==> src/rtl/core/qevm_pkg.sv <==
// Types, constants and helper functions of the QPSK EVM running mean block.
package qevm_pkg;
	localparam int SAMPLE_W = 16;
	localparam int AMP_W    = 15;
	localparam int LIMIT_W  = 24;
	localparam int COUNT_W  = LIMIT_W + 1;
	localparam int EVM_W    = 20;
	localparam int ERR_W    = 15;

	localparam logic [EVM_W-1:0]   EVM_MAX     = '1;
	localparam logic [AMP_W-1:0]   AMP_RESET   = 15'd16384;
	localparam logic [LIMIT_W-1:0] LIMIT_RESET = 24'd1000000;

	// Configuration register indexes.
	localparam logic REG_AMP   = 1'b0;
	localparam logic REG_LIMIT = 1'b1;

	typedef struct packed {
		logic               start;
		logic [ERR_W-1:0]   ex;
		logic [ERR_W-1:0]   ey;
		logic [AMP_W-1:0]   amp;
		logic [LIMIT_W-1:0] n;
		logic [EVM_W-1:0]   mean;
	} qevm_job_t;

	typedef struct packed {
		logic             done;
		logic [EVM_W-1:0] mean;
	} qevm_res_t;

	// Distance of one component from the nearest ideal level, sign picked by the sample.
	function automatic logic [ERR_W-1:0] abs_err(input logic signed [SAMPLE_W-1:0] v,
			input logic [AMP_W-1:0] a);
		logic signed [SAMPLE_W:0] vs;
		logic signed [SAMPLE_W:0] as;
		logic signed [SAMPLE_W:0] d;
		logic signed [SAMPLE_W:0] nd;
		vs = {v[SAMPLE_W-1], v};
		as = {2'b00, a};
		d = (v > 0) ? (vs - as) : (vs + as);
		nd = -d;
		return d[SAMPLE_W] ? nd[ERR_W-1:0] : d[ERR_W-1:0];
	endfunction
endpackage

==> src/rtl/core/qevm_core.sv <==
// Bit-serial arithmetic unit: squares, square root, normalization and mean update.
module qevm_core import qevm_pkg::*; (
	input  logic      clk,
	input  logic      arst_n,
	input  qevm_job_t job,
	output qevm_res_t res
);
	localparam logic [2:0] ST_IDLE = 3'd0;
	localparam logic [2:0] ST_SQ1  = 3'd1;
	localparam logic [2:0] ST_SQ2  = 3'd2;
	localparam logic [2:0] ST_SQRT = 3'd3;
	localparam logic [2:0] ST_DIV1 = 3'd4;
	localparam logic [2:0] ST_MUL  = 3'd5;
	localparam logic [2:0] ST_ADD  = 3'd6;
	localparam logic [2:0] ST_DIV2 = 3'd7;

	logic [2:0]         st_q;
	logic [5:0]         cnt_q;
	logic [ERR_W-1:0]   ex_q, ey_q;
	logic [AMP_W-1:0]   amp_q;
	logic [LIMIT_W-1:0] n_q;
	logic [EVM_W-1:0]   mean_q, e_q, res_q;
	logic [30:0]        m_q, rem_q;
	logic [59:0]        x_q;
	logic [29:0]        root_q;
	logic [31:0]        q_q;
	logic [44:0]        acc_q;
	logic               done_q;

	logic [30:0]        sq_ex, sq_ey, m_sum;
	logic [32:0]        rs, tr;
	logic               ge;
	logic [15:0]        d1;
	logic               ge1;
	logic [24:0]        d2;
	logic               ge2;
	logic [LIMIT_W-1:0] nm1;
	logic [44:0]        acc_n;
	logic [31:0]        qf1, qf2;

	always_comb begin
		sq_ex = {16'b0, ex_q} * {16'b0, ex_q};
		sq_ey = {16'b0, ey_q} * {16'b0, ey_q};
		m_sum = m_q + sq_ey;
		rs = {rem_q, x_q[59:58]};
		tr = {1'b0, root_q, 2'b01};
		ge = rs >= tr;
		d1 = {rem_q[14:0], x_q[59]};
		ge1 = d1 >= {1'b0, amp_q};
		d2 = {rem_q[23:0], x_q[59]};
		ge2 = d2 >= {1'b0, n_q};
		nm1 = n_q - 1'b1;
		acc_n = {acc_q[43:0], 1'b0} + (x_q[59] ? {21'b0, nm1} : 45'b0);
		qf1 = {q_q[30:0], ge1};
		qf2 = {q_q[30:0], ge2};
	end

	always_ff @(posedge clk or negedge arst_n) begin
		if (!arst_n) begin
			st_q <= ST_IDLE;
			done_q <= 1'b0;
		end else begin
			done_q <= 1'b0;
			case (st_q)
				ST_IDLE: if (job.start) st_q <= ST_SQ1;
				ST_SQ1:  st_q <= ST_SQ2;
				ST_SQ2:  st_q <= ST_SQRT;
				ST_SQRT: if (cnt_q == 6'd0) st_q <= ST_DIV1;
				ST_DIV1: if (cnt_q == 6'd0) st_q <= ST_MUL;
				ST_MUL:  if (cnt_q == 6'd0) st_q <= ST_ADD;
				ST_ADD:  st_q <= ST_DIV2;
				ST_DIV2: begin
					if (cnt_q == 6'd0) begin
						st_q <= ST_IDLE;
						done_q <= 1'b1;
					end
				end
				default: st_q <= ST_IDLE;
			endcase
		end
	end

	always_ff @(posedge clk) begin
		cnt_q <= cnt_q - 6'd1;
		case (st_q)
			ST_IDLE: begin
				ex_q <= job.ex;
				ey_q <= job.ey;
				amp_q <= job.amp;
				n_q <= job.n;
				mean_q <= job.mean;
			end
			ST_SQ1: m_q <= sq_ex;
			ST_SQ2: begin
				x_q <= {1'b0, m_sum, 28'b0};
				rem_q <= '0;
				root_q <= '0;
				cnt_q <= 6'd29;
			end
			ST_SQRT: begin
				root_q <= {root_q[28:0], ge};
				if (cnt_q == 6'd0) begin
					// Root is complete; start dividing 4*root by the amplitude.
					x_q <= {root_q[28:0], ge, 2'b00, 28'b0};
					rem_q <= '0;
					cnt_q <= 6'd31;
				end else begin
					rem_q <= ge ? 31'(rs - tr) : rs[30:0];
					x_q <= {x_q[57:0], 2'b00};
				end
			end
			ST_DIV1: begin
				rem_q <= {15'b0, ge1 ? (d1 - {1'b0, amp_q}) : d1};
				q_q <= qf1;
				x_q <= {x_q[58:0], 1'b0};
				if (cnt_q == 6'd0) begin
					e_q <= (qf1[31:20] != 12'd0) ? EVM_MAX : qf1[19:0];
					x_q <= {mean_q, 40'b0};
					acc_q <= '0;
					cnt_q <= 6'd19;
				end
			end
			ST_MUL: begin
				acc_q <= acc_n;
				x_q <= {x_q[58:0], 1'b0};
			end
			ST_ADD: begin
				x_q <= {acc_q + {25'b0, e_q}, 15'b0};
				rem_q <= '0;
				cnt_q <= 6'd44;
			end
			ST_DIV2: begin
				rem_q <= {6'b0, ge2 ? (d2 - {1'b0, n_q}) : d2};
				q_q <= qf2;
				x_q <= {x_q[58:0], 1'b0};
				if (cnt_q == 6'd0) res_q <= qf2[19:0];
			end
			default: ;
		endcase
	end

	assign res.done = done_q;
	assign res.mean = res_q;
endmodule

==> src/rtl/core/qpsk_evm_running_mean.sv <==
// QPSK EVM running mean: top level with handshake, counter and configuration.
// Each sample is passed through with the mean EVM after it. One sample is in
// work at a time. A sample that is averaged goes through the bit-serial unit
// from transfer in to result: the squares, 30 square root steps, 32 steps
// dividing by the amplitude, 20 steps of the count-times-mean product, one
// add and 45 steps dividing by the count; then the new mean is taken and the
// output register loaded. A sample that is not averaged (a zero component or
// the limit passed) goes to the output register without the unit. A finished
// result waits in the output register while the next sample is taken in.
module qpsk_evm_running_mean import qevm_pkg::*; (
	input  logic                       clk,
	input  logic                       arst_n,
	input  logic                       cfg_we,
	input  logic                       cfg_index,
	input  logic [LIMIT_W-1:0]         cfg_data,
	input  logic                       in_valid,
	output logic                       in_ready,
	input  logic signed [SAMPLE_W-1:0] sample_i,
	input  logic signed [SAMPLE_W-1:0] sample_q,
	output logic                       out_valid,
	input  logic                       out_ready,
	output logic signed [SAMPLE_W-1:0] pass_i,
	output logic signed [SAMPLE_W-1:0] pass_q,
	output logic [EVM_W-1:0]           evm_estimate,
	output logic                       limit_reached
);
	logic [AMP_W-1:0]          amp_q;
	logic [LIMIT_W-1:0]        limit_q;
	logic [COUNT_W-1:0]        count_q, count_n;
	logic [EVM_W-1:0]          mean_q;
	logic                      busy_q, fin_q, out_valid_q;
	logic signed [SAMPLE_W-1:0] hold_i_q, hold_q_q;
	logic                      lim_q;
	logic                      in_xfer, may_avg, avg, load_out;
	qevm_job_t                 job;
	qevm_res_t                 res;

	assign in_xfer = in_valid && in_ready;
	assign in_ready = !busy_q;
	assign load_out = fin_q && (!out_valid_q || out_ready);

	always_comb begin
		if (count_q <= {1'b0, limit_q}) begin
			count_n = count_q + 1'b1;
			may_avg = count_n <= {1'b0, limit_q};
		end else begin
			count_n = count_q;
			may_avg = 1'b0;
		end
		avg = may_avg && (sample_i != '0) && (sample_q != '0);
		job.start = in_xfer && avg;
		job.ex = abs_err(sample_i, amp_q);
		job.ey = abs_err(sample_q, amp_q);
		job.amp = amp_q;
		job.n = count_n[LIMIT_W-1:0];
		job.mean = mean_q;
	end

	qevm_core u_core (
		.clk   (clk),
		.arst_n(arst_n),
		.job   (job),
		.res   (res)
	);

	always_ff @(posedge clk or negedge arst_n) begin
		if (!arst_n) begin
			amp_q <= AMP_RESET;
			limit_q <= LIMIT_RESET;
			count_q <= '0;
			mean_q <= '0;
			busy_q <= 1'b0;
			fin_q <= 1'b0;
			out_valid_q <= 1'b0;
		end else begin
			if (cfg_we) begin
				case (cfg_index)
					REG_AMP:   amp_q <= cfg_data[AMP_W-1:0];
					REG_LIMIT: limit_q <= cfg_data;
					default: ;
				endcase
			end
			if (in_xfer) begin
				count_q <= count_n;
				busy_q <= 1'b1;
				fin_q <= !avg;
			end
			if (res.done) begin
				mean_q <= res.mean;
				fin_q <= 1'b1;
			end
			if (load_out) begin
				fin_q <= 1'b0;
				busy_q <= 1'b0;
				out_valid_q <= 1'b1;
			end else if (out_ready) begin
				out_valid_q <= 1'b0;
			end
		end
	end

	always_ff @(posedge clk) begin
		if (in_xfer) begin
			hold_i_q <= sample_i;
			hold_q_q <= sample_q;
			lim_q <= count_n > {1'b0, limit_q};
		end
		if (load_out) begin
			pass_i <= hold_i_q;
			pass_q <= hold_q_q;
			limit_reached <= lim_q;
			evm_estimate <= res.done ? res.mean : mean_q;
		end
	end

	assign out_valid = out_valid_q;
endmodule

==> config.mk <==
export PLATFORM = sky130hd
export DESIGN_NAME = qpsk_evm_running_mean
export DESIGN_NICKNAME = d
export VERILOG_FILES = /design/src/rtl/core/qevm_pkg.sv /design/src/rtl/core/qevm_core.sv /design/src/rtl/core/qpsk_evm_running_mean.sv
export SDC_FILE = /design/constraint.sdc
export NUM_CORES = 2
export LEC_CHECK = 0
export BUFFER_PORTS_ARGS = -buffer_cell sky130_fd_sc_hd__buf_2
export CAP_MARGIN = 20
export CORE_ASPECT_RATIO = 0.6
export CORE_MARGIN = 2
export CORE_UTILIZATION = 55
export CTS_BUF_LIST = sky130_fd_sc_hd__clkbuf_8
export CTS_CLUSTER_SIZE = 28
export DETAILED_ROUTE_END_ITERATION = 8
export PLACE_DENSITY = 0.7
export RECOVER_POWER = 25
export SLEW_MARGIN = 20
export SYNTH_ARGS = -nofsm -noshare
export SYNTH_HDL_FRONTEND = slang
export SYNTH_SLANG_ARGS = --single-unit
==> constraint.sdc <==
create_clock -name clk -period 7.6 [get_ports clk]
set_clock_uncertainty 0.15 [all_clocks]
set_input_delay 0.76 -clock clk [delete_from_list [all_inputs] [get_ports clk]]
set_output_delay 0.76 -clock clk [all_outputs]
set_load 0.01 [all_outputs]
Word level (Yosys, flattened, before mapping). Cells that the tools add are included.

Register bits after elaboration: 539. Output and inout port bits: 55.

Add/subtract/negate cells: 15. Multiply operators: 2. $lt $le $gt $ge: 8. Equality and inequality tests: 12. Mux-type cells: 38. Bitwise operators: 1. Reduce and logical (&&, ||, !) cells: 30.

Operators with widths (number): 60-bit one-hot mux with 5 select lines (1); 31-bit one-hot mux with 4 select lines (1); 60-bit 2-to-1 mux (2); 45-bit one-hot mux with 2 select lines (1); 31-bit 2-to-1 mux (2); 31-bit one-hot mux with 2 select lines (1); 15-bit by 15-bit multiplier with 30-bit output (2); 30-bit one-hot mux with 2 select lines (1); 25-bit by 24-bit <= comparator with 1-bit output (2); 25-bit 2-to-1 mux (2); 45-bit by 20-bit adder with 45-bit output (1); 45-bit adder (1); 45-bit 2-to-1 mux (1); 16-bit by 16-bit adder with 17-bit output (2); 17-bit 2-to-1 mux (2); 16-bit by 16-bit subtractor with 17-bit output (2); 33-bit by 32-bit >= comparator with 1-bit output (1); 16-bit by 1-bit greater-than comparator with 1-bit output (second input constant) (2); 16-bit nonzero test (2); 30-bit by 30-bit adder with 31-bit output (1); 31-bit subtractor (1); 15-bit 2-to-1 mux (2); 15-bit negator (2); 25-bit by 1-bit adder with 25-bit output (second input constant) (1); 34 further kinds (70).

Depth between registers and ports, before layout.
Depth after elaboration: 9. Mapped depth: 26. Mapped depth without buffers: 24.

Cells and area by module. Synthesis repeated with hierarchy kept, for this count alone.

Cells, all modules: 4369. Area, all modules: 44306.2 sq um.

Modules (own cells, without submodules): qevm_core (times used 1, cells each 3354, area each 33373.3 sq um, seq. area each 10430.0 sq um); qpsk_evm_running_mean (times used 1, cells each 1015, area each 10933.0 sq um, seq. area each 4769.6 sq um).

Worst setup path after synthesis. OpenSTA, ideal clock, no wires.

Path kind: reg-to-reg. From: register u_core.ey_q[9]. To: register u_core.x_q[58], data pin. Library setup time: 0.259 ns. Data arrival time: 6.049 ns. Required time: 7.191 ns. Slack: 1.142 ns. Stages on the path, launching flop included: 24. Buffers on the path: 2. Period minus slack after synthesis: 6.458 ns. Cells stage by stage: edfxtp_1 clkbuf_1 and2_1 fa_1 inv_1 fa_1 inv_1 fa_1 fa_1 fa_1 inv_1 fa_1 inv_1 ha_1 clkbuf_1 a21oi_1 a21oi_1 a211oi_1 o211ai_1 a41oi_1 nand2b_1 a21oi_1 mux2i_1 a211o_1.

Longest elaborated chain between the ends: 3.

RTL lines: start: declaration (RTL line qevm_core.sv:19) `logic [ERR_W-1:0] ex_q, ey_q;`; start signal: assignment (RTL line qevm_core.sv:88) `ey_q <= job.ey;`; 15-bit by 15-bit multiplier with 30-bit output (RTL line qevm_core.sv:43) `sq_ey = {16'b0, ey_q} * {16'b0, ey_q};`; 30-bit by 30-bit adder with 31-bit output (RTL line qevm_core.sv:44) `m_sum = m_q + sq_ey;`; 60-bit one-hot mux with 5 select lines (RTL line qevm_core.sv:85) `case (st_q)`; end signal: assignment (RTL line qevm_core.sv:95) `x_q <= {1'b0, m_sum, 28'b0};`; end signal: assignment (RTL line qevm_core.sv:104) `x_q <= {root_q[28:0], ge, 2'b00, 28'b0};`; end signal: assignment (RTL line qevm_core.sv:109) `x_q <= {x_q[57:0], 2'b00};`; end: declaration (RTL line qevm_core.sv:24) `logic [59:0] x_q;`.

Every way passes these cells. A chain may end at the register's enable or synchronous reset.

Final worst setup path.
From: register u_core.ey_q[5]. To: register u_core.x_q[58], data pin.

The elaborated chain is that of the path after synthesis.

==> qor.yml <==
status: "finished with violations"
violations: "capacitance limit, slew limit"
hold_depth: 3
core-area_sq_um: 79900
routed_via_density: 5.83
arrival_ns: 7.43
synth-edff-count: 426
grt_pass1_vias: 31031
dieArea_sq_um: 83600
gp_congestion: 0.942
p_leak_nw: 21.7
holdPathEnd: "busy_q"
area_growth_pct: 8.00
first_pass_iters: 6
drv_cap: 3
synth_area_sq_um: 44700
worst-r2r-setup-slack_ns: 0.53
rr_startpoint: "u_core.ey_q[5]"
drtIter0Drc: 4023
grt_pass1_wl_mm: 184
cts_buffer_depth: 3
synth_area_leaders: "edfxtp_1, fa_1, ha_1"
synth_fp_nets: 5229
hpwl_mm: 94.5
drive_gt1_share_pct: 7.99
ir_drop_mv: 0.271
worstHoldStart: "in_valid"
gr-total-overflow: 0
pin_count: 117
powerDensity_nw_per_um2: 276
max_slew_margin_pct: -120
hold_viol_final: 0
finalSetupViolations: 0
drc_errors: 0
rows: 80
yosys.area.top_type_share_pct: 28.6
avgRoutedWirePerCell_um: 20.9
ant_nets: 0
r2r-end: "u_core.x_q[58]"
die_w_um: 372
finalMaxSlewViolations: 147
power_mw: 13.3
rsz0062_at_grt: "false"
hp-class: "in2reg"
cp-start-kind: "flop"
grt_max_degree: 57
cts_tree: "done"
crit_path_max_fanout: 17
cts.repair.resized: 0
synth_async_sr_flop_share_pct: 17.4
io_buffers: 116
fin_nets: 5343
cts_sinks: 523
yosys.area.top_type: "edfxtp_1"
clkSlewWorstSetupHoldPaths_ns: 0.07
ys_seq_area_share_pct: 34.0
htree_levels: 3
synthDistinctLibCells: 94
whs_ns: 0.0782
antenna_found_initial: 3
synthFlopType: "edfxtp_1"
fin_crit_sh_pct: 93.0
yosys_warnings: 0
synth_cells: 4447
ys_ff_latch: 523
clk_latency_ns: 0.77
cts_buffers: 82
cp-end-kind: "flop"
min_period_ns: 7.07
tightest_slew_ns: 3.30
vias: 33186
grtUsageTotal_pct: 28.7
tns_ns: 0
die_h_um: 225
worstPathRequired_ns: 7.96
wl_mm: 119
cts_root_buf: "clkbuf_8"
syn_avg_cell_area_sq_um: 10.0
path_class: "reg2reg"
reg2reg_depth: 23
start_util_pct: 55.9
fmax_ghz: 0.141
final cells by class:
cell class | count | area, sq um
tap | 1066 | 1330
sequential | 523 | 15200
antenna | 1 | 2.50
clock inverter | 60 | 543
fill | 6713 | 31700
inverter | 649 | 2440
timing repair buffer | 169 | 922
multi-input combinational | 3136 | 26500
clock buffer | 91 | 1250
cells by family (layout without fill, tap and decap cells):
logic type                 count (synthesis)  count (layout)  share of synthesized area [%]
and+or+nand+nor                         1153            1153                           12.7
AOI/OAI and AO/OA                        811             811                           11.9
buffers and inverters                    788             969                           6.66
adders and majority gates                720             720                           25.4
DFF                                      523             523                           34.0
xor gates and xnor gates                 343             343                           6.73
muxes                                    108             108                           2.60
other                                      1               2                        0.00840
placed cells by master (no fill, tap or decap), drive strengths merged, types with 14 or more instances in the layout:
cell / instances
inv: 669
edfxtp: 426
ha: 411
nand2: 314
fa: 309
nor2: 276
a21oi: 216
xnor2: 215
o21ai: 178
clkbuf: 130
buf: 129
xor2: 128
and2: 117
a21o: 98
nand3: 86
dfrtp: 83
nor3: 77
mux2: 64
nand4: 56
mux2i: 44
nand2b: 39
o21a: 38
and3: 34
nor2b: 34
or2: 33
or3: 31
a211oi: 30
clkinv: 26
o211ai: 25
a31oi: 24
nor4: 24
a222oi: 20
o21bai: 18
a22oi: 17
o31ai: 16
a221oi: 15
o221ai: 14
report_power, final:
| group | internal [mW] | switching, mW |
|---|---|---|
| combinational | 2.37 | 3.75 |
| clock | 1.45 | 1.27 |
| sequential | 4.01 | 0.457 |
state kept, by name, summed over array words and instances, names as in the netlist, 20 cells and up:
name / cells
count_q: 25
evm_estimate: 20
limit_q: 24
mean_q: 20
u_core.acc_q: 45
u_core.e_q: 20
u_core.m_q: 29
u_core.mean_q: 20
u_core.n_q: 24
u_core.q_q: 31
u_core.rem_q: 31
u_core.res_q: 20
u_core.root_q: 30
u_core.x_q: 45
worst max-delay path, cell delays in order, from the launching register on:
cell and delay (ns):
edfxtp_1 0.84, and2_1 0.25, inv_1 0.07, fa_1 0.54, inv_1 0.06, fa_1 0.53
inv_1 0.05, fa_1 0.53, inv_1 0.05, fa_1 0.50, fa_1 0.54, inv_1 0.05
fa_1 0.52, inv_1 0.04, ha_1 0.34, nand2_1 0.08, nor2_1 0.14, nand4_1 0.13
o211ai_1 0.32, a41oi_1 0.20, nand2b_1 0.20, a21oi_1 0.26, mux2i_1 0.16, a211o_1 0.25
through the flow:
stage	setup slack, ns	util, %	std cells	instance area, sq um
after floorplan	1.14	-	4447	44700
after global placement	0.778	58.2	5542	46500
after detailed placement	0.697	58.2	5542	46500
after CTS	0.645	60.4	5694	48300
after global routing	0.252	60.4	5695	48200
final	0.532	60.4	5695	48200
cells in the mapped netlist (10+ instances only):
cell type  instances
inv_1            649
edfxtp_1         426
ha_1             411
nand2_1          314
fa_1             309
nor2_1           276
xnor2_1          215
a21oi_1          213
o21ai_0          149
xor2_1           128
clkbuf_1         118
and2_1           116
a21o_1            97
nand3_1           86
dfrtp_1           83
nor3_1            75
mux2_2            62
nand4_1           56
mux2i_1           44
nand2b_1          39
o21a_1            38
nor2b_1           34
and3_1            33
or2_2             31
or3_1             31
a211oi_1          30
o21ai_1           29
a31oi_1           24
o211ai_1          24
nor4_1            22
a222oi_1          20
o21bai_1          18
a22oi_1           17
a221oi_1          15
o31ai_1           15
o221ai_1          14
buf_1             13
and4_1            10
o22ai_1           10
repair_timing:
item | in CTS | in global routing
hold buffers | 1 | 0
endpoints found under the hold margin | 31 | 0
endpoints found under the setup margin | 0 | 0
buffers inserted | 0 | 0
metal layers:
| metal | GRT usage [%] | vias up | wire length (um) |
|---|---|---|---|
| met4 | 4.27 | 2 | 1560 |
| met3 | 8.49 | 138 | 14200 |
| li1 | - | 15577 | - |
| met2 | 35.5 | 1477 | 43900 |
| met1 | 48.4 | 15992 | 59100 |
| met5 | 0 | - | 8 |
how the worst max path moves through the flow:
stage	from	endpoint	slack [ns]	depth (start not counted)
3_5_place_dp	u_core.ey_q[5]	u_core.x_q[58]	0.70	23
2_1_floorplan	u_core.ey_q[9]	u_core.x_q[58]	1.14	23
3_3_place_gp	u_core.ex_q[9]	u_core.m_q[28]	0.78	22
4_1_cts	u_core.ey_q[5]	u_core.x_q[58]	0.64	23
5_1_grt	u_core.ey_q[5]	u_core.x_q[57]	0.25	21
6_report	u_core.ey_q[5]	u_core.x_q[58]	0.53	23
(Power assumes the default switching activity.)
